**config.mk**
```make
export PLATFORM = sky130hd
export DESIGN_NAME = dag_earliest_start_times_unit
export DESIGN_NICKNAME = d
export VERILOG_FILES = /design/src/dest_pkg.sv /design/src/dest_ram.sv /design/src/dest_seq.sv /design/src/dag_earliest_start_times_unit.sv
export SDC_FILE = /design/constraint.sdc
export NUM_CORES = 2
export LEC_CHECK = 0
export BUFFER_PORTS_ARGS = -buffer_cell sky130_fd_sc_hd__clkbuf_2
export CAP_MARGIN = 20
export CORE_ASPECT_RATIO = 1.5
export CORE_MARGIN = 8
export CORE_UTILIZATION = 36
export CTS_BUF_LIST = sky130_fd_sc_hd__clkbuf_4 sky130_fd_sc_hd__clkbuf_8 sky130_fd_sc_hd__clkbuf_16
export DETAILED_ROUTE_END_ITERATION = 10
export GPL_TIMING_DRIVEN = 0
export MAX_ROUTING_LAYER = met4
export SYNTH_ARGS = -nofsm -noshare
export SYNTH_HDL_FRONTEND = slang
export SYNTH_SLANG_ARGS = --single-unit
```
**constraint.sdc**
```tcl
create_clock -name clk -period 16.2 [get_ports clk]
set_input_delay 0.81 -clock clk [delete_from_list [all_inputs] [get_ports clk]]
set_output_delay 0.81 -clock clk [all_outputs]
set_load 0.01 [all_outputs]
```
**src/dest_pkg.sv**
```systemverilog
package dest_pkg;

    // Field widths of one input word and one result word
    localparam int IDX_W  = 6;
    localparam int EXEC_W = 20;
    localparam int MASK_W = 64;
    localparam int TIME_W = 32;

    // Largest finish time; sums above it are clamped
    localparam logic [TIME_W-1:0] TIME_MAX = '1;

    // One accepted node
    typedef struct packed {
        logic [IDX_W-1:0]  node_index;
        logic [EXEC_W-1:0] exec_time;
        logic [MASK_W-1:0] pred_mask;
        logic              record_schedule;
    } item_t;

    // One result word
    typedef struct packed {
        logic [IDX_W-1:0]  node_out;
        logic [TIME_W-1:0] earliest_start;
        logic [TIME_W-1:0] finish_time;
        logic              schedule_recorded;
        logic              saturated;
    } res_t;

endpackage

```
**src/dest_ram.sv**
```systemverilog
module dest_ram #(
    parameter int WIDTH = 32,
    parameter int DEPTH = 64,
    localparam int AW = (DEPTH > 1) ? $clog2(DEPTH) : 1
) (
    input  logic             clk,
    input  logic             wen,
    input  logic [AW-1:0]    waddr,
    input  logic [WIDTH-1:0] wdata,
    input  logic             ren,
    input  logic [AW-1:0]    raddr,
    output logic [WIDTH-1:0] rdata
);

    logic [WIDTH-1:0] mem [DEPTH];

    // Single write port, registered read port
    always_ff @(posedge clk)
    begin
        if (wen)
        begin
            mem[waddr] <= wdata;
        end
        if (ren)
        begin
            rdata <= mem[raddr];
        end
    end

endmodule

```
**src/dest_seq.sv**
```systemverilog
module dest_seq #(
    parameter int MAX_NODES = 64,
    localparam int AW = (MAX_NODES > 1) ? $clog2(MAX_NODES) : 1,
    localparam int CW = $clog2(MAX_NODES + 1)
) (
    input  logic                       clk,
    input  logic                       rst_n,
    // node input
    input  logic                       in_valid,
    output logic                       in_ready,
    input  dest_pkg::item_t            in_item,
    // result toward the output register
    output logic                       res_valid,
    input  logic                       res_ready,
    output dest_pkg::res_t             res,
    // finish time store
    output logic                       ram_ren,
    output logic [AW-1:0]              ram_raddr,
    input  logic [dest_pkg::TIME_W-1:0] ram_rdata,
    output logic                       ram_wen,
    output logic [AW-1:0]              ram_waddr,
    output logic [dest_pkg::TIME_W-1:0] ram_wdata
);

    import dest_pkg::*;

    localparam logic [1:0] S_IDLE  = 2'd0;
    localparam logic [1:0] S_SCAN  = 2'd1;
    localparam logic [1:0] S_DRAIN = 2'd2;
    localparam logic [1:0] S_SUM   = 2'd3;

    localparam logic [IDX_W:0] MAX_W = (IDX_W + 1)'(MAX_NODES);

    logic [1:0]           state_reg, state_next;
    logic [CW-1:0]        cnt_reg, cnt_next;
    logic [CW-1:0]        lim_reg, lim_next;
    logic                 pend_reg, pend_next;
    logic                 pend_sel_reg, pend_sel_next;
    logic [IDX_W-1:0]     idx_reg, idx_next;
    logic [EXEC_W-1:0]    exec_reg, exec_next;
    logic [MAX_NODES-1:0] mask_reg, mask_next;
    logic                 rec_reg, rec_next;
    logic [TIME_W-1:0]    start_reg, start_next;

    logic                 accept;
    logic                 done;
    logic [IDX_W:0]       in_idx_ext;
    logic [TIME_W:0]      sum;
    logic                 sat;

    assign accept     = in_valid && in_ready;
    assign done       = res_valid && res_ready;
    assign in_idx_ext = {1'b0, in_item.node_index};

    // Handshake and store read port
    assign in_ready  = (state_reg == S_IDLE);
    assign ram_ren   = (state_reg == S_SCAN);
    assign ram_raddr = cnt_reg[AW-1:0];

    // Finish time with clamp
    assign sum = {1'b0, start_reg} + (TIME_W + 1)'(exec_reg);
    assign sat = sum[TIME_W];

    assign res_valid             = (state_reg == S_SUM);
    assign res.node_out          = idx_reg;
    assign res.earliest_start    = start_reg;
    assign res.finish_time       = sat ? TIME_MAX : sum[TIME_W-1:0];
    assign res.schedule_recorded = rec_reg;
    assign res.saturated         = sat;

    // Store the finish time as the result leaves; out-of-range nodes are not stored
    assign ram_wen   = done && ({1'b0, idx_reg} < MAX_W);
    assign ram_waddr = idx_reg[AW-1:0];
    assign ram_wdata = res.finish_time;

    // Sequencer: one store read per cycle, running max taken in the cycle after each read
    always_comb
    begin
        state_next    = state_reg;
        cnt_next      = cnt_reg;
        lim_next      = lim_reg;
        pend_next     = 1'b0;
        pend_sel_next = 1'b0;
        idx_next      = idx_reg;
        exec_next     = exec_reg;
        mask_next     = mask_reg;
        rec_next      = rec_reg;
        start_next    = start_reg;

        if (pend_reg && pend_sel_reg && (ram_rdata > start_reg))
        begin
            start_next = ram_rdata;
        end

        case (state_reg)
            S_IDLE:
            begin
                if (accept)
                begin
                    idx_next   = in_item.node_index;
                    exec_next  = in_item.exec_time;
                    mask_next  = in_item.pred_mask[MAX_NODES-1:0];
                    rec_next   = in_item.record_schedule;
                    start_next = '0;
                    cnt_next   = '0;
                    if (in_idx_ext >= MAX_W)
                    begin
                        lim_next = CW'(MAX_NODES);
                    end
                    else
                    begin
                        lim_next = CW'(in_item.node_index);
                    end
                    state_next = (in_item.node_index == '0) ? S_SUM : S_SCAN;
                end
            end
            S_SCAN:
            begin
                pend_next     = 1'b1;
                pend_sel_next = mask_reg[cnt_reg[AW-1:0]];
                cnt_next      = cnt_reg + CW'(1);
                if (cnt_reg == lim_reg - CW'(1))
                begin
                    state_next = S_DRAIN;
                end
            end
            S_DRAIN:
            begin
                state_next = S_SUM;
            end
            S_SUM:
            begin
                if (done)
                begin
                    state_next = S_IDLE;
                end
            end
            default:
            begin
                state_next = S_IDLE;
            end
        endcase
    end

    // Control state
    always_ff @(posedge clk or negedge rst_n)
    begin
        if (!rst_n)
        begin
            state_reg    <= S_IDLE;
            cnt_reg      <= '0;
            lim_reg      <= '0;
            pend_reg     <= 1'b0;
            pend_sel_reg <= 1'b0;
        end
        else
        begin
            state_reg    <= state_next;
            cnt_reg      <= cnt_next;
            lim_reg      <= lim_next;
            pend_reg     <= pend_next;
            pend_sel_reg <= pend_sel_next;
        end
    end

    // Node payload
    always_ff @(posedge clk)
    begin
        idx_reg   <= idx_next;
        exec_reg  <= exec_next;
        mask_reg  <= mask_next;
        rec_reg   <= rec_next;
        start_reg <= start_next;
    end

`ifndef SYNTHESIS
    // Reads stay below the node's own index
    assert property (@(posedge clk) disable iff (!rst_n)
        ram_ren |-> (cnt_reg < lim_reg))
        else $error("predecessor read at or beyond node index");

    // A pending compare always follows a read
    assert property (@(posedge clk) disable iff (!rst_n)
        pend_reg |-> $past(ram_ren))
        else $error("compare without a preceding read");

    // No store write while predecessors are being read
    assert property (@(posedge clk) disable iff (!rst_n)
        ram_wen |-> (!ram_ren && !pend_reg))
        else $error("store write overlaps scan");

    // Delivering a result frees the sequencer
    assert property (@(posedge clk) disable iff (!rst_n)
        done |=> (state_reg == S_IDLE))
        else $error("sequencer not idle after result");
`endif

endmodule

```
**src/dag_earliest_start_times_unit.sv**
```systemverilog
// Earliest start times over a task graph. Nodes arrive in index order, each with its
// execution time and a predecessor mask; the unit returns the largest finish time among
// predecessors below the node's index (zero for none) and that start plus the execution
// time, clamped at 2^32-1 with the saturated flag set. Finish times of nodes below
// MAX_NODES are kept in a single-port-read RAM for later nodes. Each item reads its
// store entries below its index in turn, waits out the last read, then sums: the
// single RAM read port steps through one store entry per cycle. A
// finished result waits in an output register, so the next word is taken while it is
// still unread. The store is not cleared; a new graph overwrites it from node 0 up.
module dag_earliest_start_times_unit #(
    parameter int MAX_NODES = 64
) (
    input  logic        clk,
    input  logic        rst_n,
    input  logic        s_axis_tvalid,
    output logic        s_axis_tready,
    // node_index[5:0], exec_time[25:6], pred_mask[89:26], zero pad [95:90]
    input  logic [95:0] s_axis_tdata,
    // record_schedule[0]
    input  logic [0:0]  s_axis_tuser,
    output logic        m_axis_tvalid,
    input  logic        m_axis_tready,
    // node_out[5:0], earliest_start[37:6], finish_time[69:38], zero pad [71:70]
    output logic [71:0] m_axis_tdata,
    // schedule_recorded[0], saturated[1]
    output logic [1:0]  m_axis_tuser
);

    import dest_pkg::*;

    localparam int AW = (MAX_NODES > 1) ? $clog2(MAX_NODES) : 1;

    item_t             in_item;
    res_t              res;
    logic              res_valid;
    logic              res_ready;
    logic              ram_ren;
    logic              ram_wen;
    logic [AW-1:0]     ram_raddr;
    logic [AW-1:0]     ram_waddr;
    logic [TIME_W-1:0] ram_rdata;
    logic [TIME_W-1:0] ram_wdata;

    logic              m_valid_reg, m_valid_next;
    res_t              m_res_reg;

    // Unpack input word
    assign in_item.node_index      = s_axis_tdata[5:0];
    assign in_item.exec_time       = s_axis_tdata[25:6];
    assign in_item.pred_mask       = s_axis_tdata[89:26];
    assign in_item.record_schedule = s_axis_tuser[0];

    dest_seq #(
        .MAX_NODES (MAX_NODES)
    ) u_seq (
        .clk       (clk),
        .rst_n     (rst_n),
        .in_valid  (s_axis_tvalid),
        .in_ready  (s_axis_tready),
        .in_item   (in_item),
        .res_valid (res_valid),
        .res_ready (res_ready),
        .res       (res),
        .ram_ren   (ram_ren),
        .ram_raddr (ram_raddr),
        .ram_rdata (ram_rdata),
        .ram_wen   (ram_wen),
        .ram_waddr (ram_waddr),
        .ram_wdata (ram_wdata)
    );

    dest_ram #(
        .WIDTH (TIME_W),
        .DEPTH (MAX_NODES)
    ) u_store (
        .clk   (clk),
        .wen   (ram_wen),
        .waddr (ram_waddr),
        .wdata (ram_wdata),
        .ren   (ram_ren),
        .raddr (ram_raddr),
        .rdata (ram_rdata)
    );

    // Output register: loads when empty or being drained
    assign res_ready = !m_valid_reg || m_axis_tready;

    always_comb
    begin
        m_valid_next = m_valid_reg;
        if (res_valid && res_ready)
        begin
            m_valid_next = 1'b1;
        end
        else if (m_axis_tready)
        begin
            m_valid_next = 1'b0;
        end
    end

    always_ff @(posedge clk or negedge rst_n)
    begin
        if (!rst_n)
        begin
            m_valid_reg <= 1'b0;
        end
        else
        begin
            m_valid_reg <= m_valid_next;
        end
    end

    always_ff @(posedge clk)
    begin
        if (res_valid && res_ready)
        begin
            m_res_reg <= res;
        end
    end

    // Pack result word
    assign m_axis_tvalid = m_valid_reg;
    assign m_axis_tdata  = {2'b00, m_res_reg.finish_time, m_res_reg.earliest_start,
                            m_res_reg.node_out};
    assign m_axis_tuser  = {m_res_reg.saturated, m_res_reg.schedule_recorded};

endmodule

```
==> summary.txt <==
Run status
  – Status: finished clean

Die
  – Area of the core: 0.246 mm2
  – Std cell rows: 223
  – Die span in x: 421 um
  – Initial Util: 36.1%
  – Die area: 0.263 mm2
  – Die height: 624 um
  – IO Count: 177

Timing
  – Fin. Hold Viols: 0
  – Min cycle time layout: 4880 ps
  – Max Clk Rate: 0.205 GHz
  – Setup_tns: 0 ps
  – Setup violations, final: 0
  – Worst slew margin: 19.6%
  – Fin crit share: 30.1%
  – RSZ-0062 raised after global routing: false
  – Clock Skew: 54.5 ps
  – Worst slew pin tran: 1210 ps
  – Max-slew violation count: 0

Global route
  – Antenna violations before repair: 14
  – Vias in the first global route: 44963
  – Congestion Overflow GR: 0
  – Largest net degree at the start of global routing: 66
  – GR Util All Layers: 19.6%
  – First-pass GRT wire length: 356 mm

Cells and area
  – FF+latch area: 0.0684 mm2
  – Largest register FFs: 2048
  – Post-layout nets: 4573
  – Area of the multi-input gates: 0.0198 mm2
  – Syn-to-layout area delta: 17.2%
  – Share of cells above drive strength 1: 32.2%
  – Fillers: 21010

Routing
  – DR vias/cell: 5.58
  – DR WL met2: 132 mm
  – Drt drc: 0
  – Post-route ant nets: 0
  – DR iter-0 viols: 4850
  – WL per Instance: 32.7 um
  – DRT Pass-1 Iters: 8
  – Highest metal used: met4
  – Vias: 43830
  – Metal3 WL: 18.5 mm
  – Total Wirelength: 257 mm
  – M1 WL: 92.1 mm

Yosys
  – Mapped Avg Cell Area: 22.7 um2
  – Post-synthesis async set-or-reset flop share: 0.785%
  – Yosys reg bits: 2293
  – Seq/Total Area, Yosys: 77.2%
  – Post-synth EDFFs: 2243
  – Yosys cell types: 64
  – Post-synth top flop: edfxtp_1
  – Synth Cell Area: 0.0886 mm2
  – Synth Warn #: 0
  – Cells after Synth: 3897

Setup path
  – Crit end category: flip-flop
  – Worst Path Class, Setup: reg2reg
  – Worst path arrival time: 5450 ps
  – Crit start category: flip-flop
  – Cells along the critical path: ha_1 -> fa_1 -> a21o_1 -> a221o_1 -> a21oi_2 -> o32a_1 -> clkbuf_1 -> nand2_2 -> buf_12
  – CP Data Required Time: 16770 ps
  – Cell family with most CP delay: compound AO/OA/AOI/OAI gates
  – Slowest stage delay, CP: 810 ps
  – Crit Reg-Reg Startpoint: u_seq.start_reg[0]
  – Crit. Startpoint: u_seq.start_reg[0]
  – CP bufs+invs: 2
  – CP Max Fanout: 33
  – Slowest CP cell: clkbuf_1

Placed design
  – Port Buffers: 168
  – Routability cong.: 0.871
  – HPWL Detailed: 176 mm

Power
  – Cell area power density: 187 mW/mm2
  – Leakage power: 32.1 nW
  – Peak VDD IR: 286 uV
  – Power Total: 0.0194 W

Clock network
  – Worst-path clk slew: 60 ps
  – Htree depth: 4
  – Count of cells resized by post-cts repair: 0
  – Inserted Clock Buffers: 217
  – Clock root buffer master: clkbuf_16
  – Clk sinks: 2293
  – Max clock buf depth: 4
  – CTS tree: yes
  – Clock latency on the worst-skew pair: 880 ps

Flow run
  – Max_cap viols: 0

Hold path
  – Hold_sp: s_axis_tdata[21]
  – Hold WC Path Type: in2reg
==> timing repair <==
action | CTS | global route
hold endpoints to repair | 18 | 0
hold buffers | 1 | 0
buffers inserted | 0 | 0
setup endpoints to repair | 0 | 0
==> worst reg2reg max path, delay by kind of cell, from the launching register on <==
family | cells | cell delay (ps)
DFF | 1 | 370
buffers and inverters | 2 | 1220
AOI/OAI and AO/OA | 4 | 1460
adders and majority gates | 2 | 700
and+or+nand+nor | 1 | 770
==> cells in the final DEF (no fill, tap or decap), drive strengths merged, types with 58 or more instances in the layout <==
master / Yosys / final
clkinv: 0 / 92
o21ai: 59 / 59
a21oi: 84 / 84
mux4: 650 / 650
ha: 58 / 58
nor2: 103 / 103
buf: 98 / 225
edfxtp: 2243 / 2243
nand2: 81 / 81
clkbuf: 101 / 534
==> layer usage <==
metal	up-vias	track usage, %
met5	-	-
met4	0	9.23
met3	548	3.60
met2	2005	33.5
met1	23630	22.4
li1	17647	-
==> power by group <==
| part | switching [W] | internal (W) |
|---|---|---|
| clock | 0.00221 | 0.00289 |
| sequential | 0.000158 | 0.00823 |
| combinational | 0.00396 | 0.00196 |
| total | 0.00633 | 0.0131 |
==> cell type report <==
| class | instances | area share [%] |
|---|---|---|
| Clock inverter | 125 | 1.09 |
| Buffer | 199 | 0.887 |
| Sequential cell | 2293 | 65.9 |
| Antenna cell | 14 | 0.0337 |
| Timing Repair Buffer | 296 | 3.32 |
| Tap cell | 3262 | 3.93 |
| Clock buffer | 265 | 5.66 |
| Inverter | 45 | 0.163 |
| Multi-Input combinational cell | 1361 | 19.0 |
==> stage by stage <==
step           cells  util, %  cell area [um2]  hold slack, ps  worst slack [ps]
4_1_cts         7839     42.3           104000            54.6             11350
3_5_place_dp    7448     39.4            96700             413             11400
6_report        7860     42.3           104000             105             11320
3_3_place_gp    7328     38.1            93600             406              6760
5_1_grt         7852     42.3           104000            73.2             11200
2_1_floorplan   3898        -            88700             400             10900
==> cell families (layout without fill, tap and decap cells) <==
group                    Yosys count  in the layout  synth area share [%]
AO/OA/AOI/OAI                    274            274                  1.92
adder cells (fa/ha/maj)           59             59                 0.841
flip-flops                      2293           2293                  77.2
AND/OR/NAND/NOR                  320            320                  1.69
multiplexers                     676            676                  16.8
other                              1             16               0.00423
buffers and inverters            244            930                  1.22
XOR/XNOR                          30             30                 0.296
==> Yosys cell counts, types with 11 or more instances <==
| master | instances | area, um2 |
|---|---|---|
| xor2_1 | 11 | 96.3 |
| nand2_1 | 81 | 304 |
| ha_1 | 58 | 726 |
| xnor2_1 | 19 | 166 |
| nor3_1 | 11 | 55.1 |
| buf_1 | 20 | 75.1 |
| dfrtp_1 | 18 | 450 |
| mux2i_1 | 18 | 180 |
| nor2b_1 | 15 | 93.8 |
| a21oi_1 | 83 | 415 |
| edfxtp_1 | 2243 | 67400 |
| a211oi_1 | 14 | 105 |
| mux4_2 | 650 | 14600 |
| o22ai_1 | 29 | 181 |
| buf_4 | 16 | 120 |
| nand3_1 | 47 | 235 |
| a22oi_1 | 36 | 270 |
| buf_2 | 57 | 285 |
| clkbuf_1 | 101 | 379 |
| nor2_1 | 103 | 387 |
| o21ai_0 | 59 | 295 |
| inv_1 | 44 | 165 |
| nand4_1 | 20 | 125 |
| dfxtp_1 | 32 | 641 |
==> final timing paths <==
check / to / slack (ps) / cells past startpoint
min in group asynchronous: u_seq.lim_reg[2] / 540 / 2
worst max register to register: u_store.mem[44][12] / 11320 / 9
worst max-delay path: u_store.mem[44][12] / 11320 / 9
worst min-delay path: u_seq.exec_reg[15] / 100 / 1
max in group asynchronous: u_seq.pend_reg / 15260 / 2
worst min register to register: m_axis_tuser[0] / 460 / 0
Note: power is estimated with default switching activity, not from simulation.
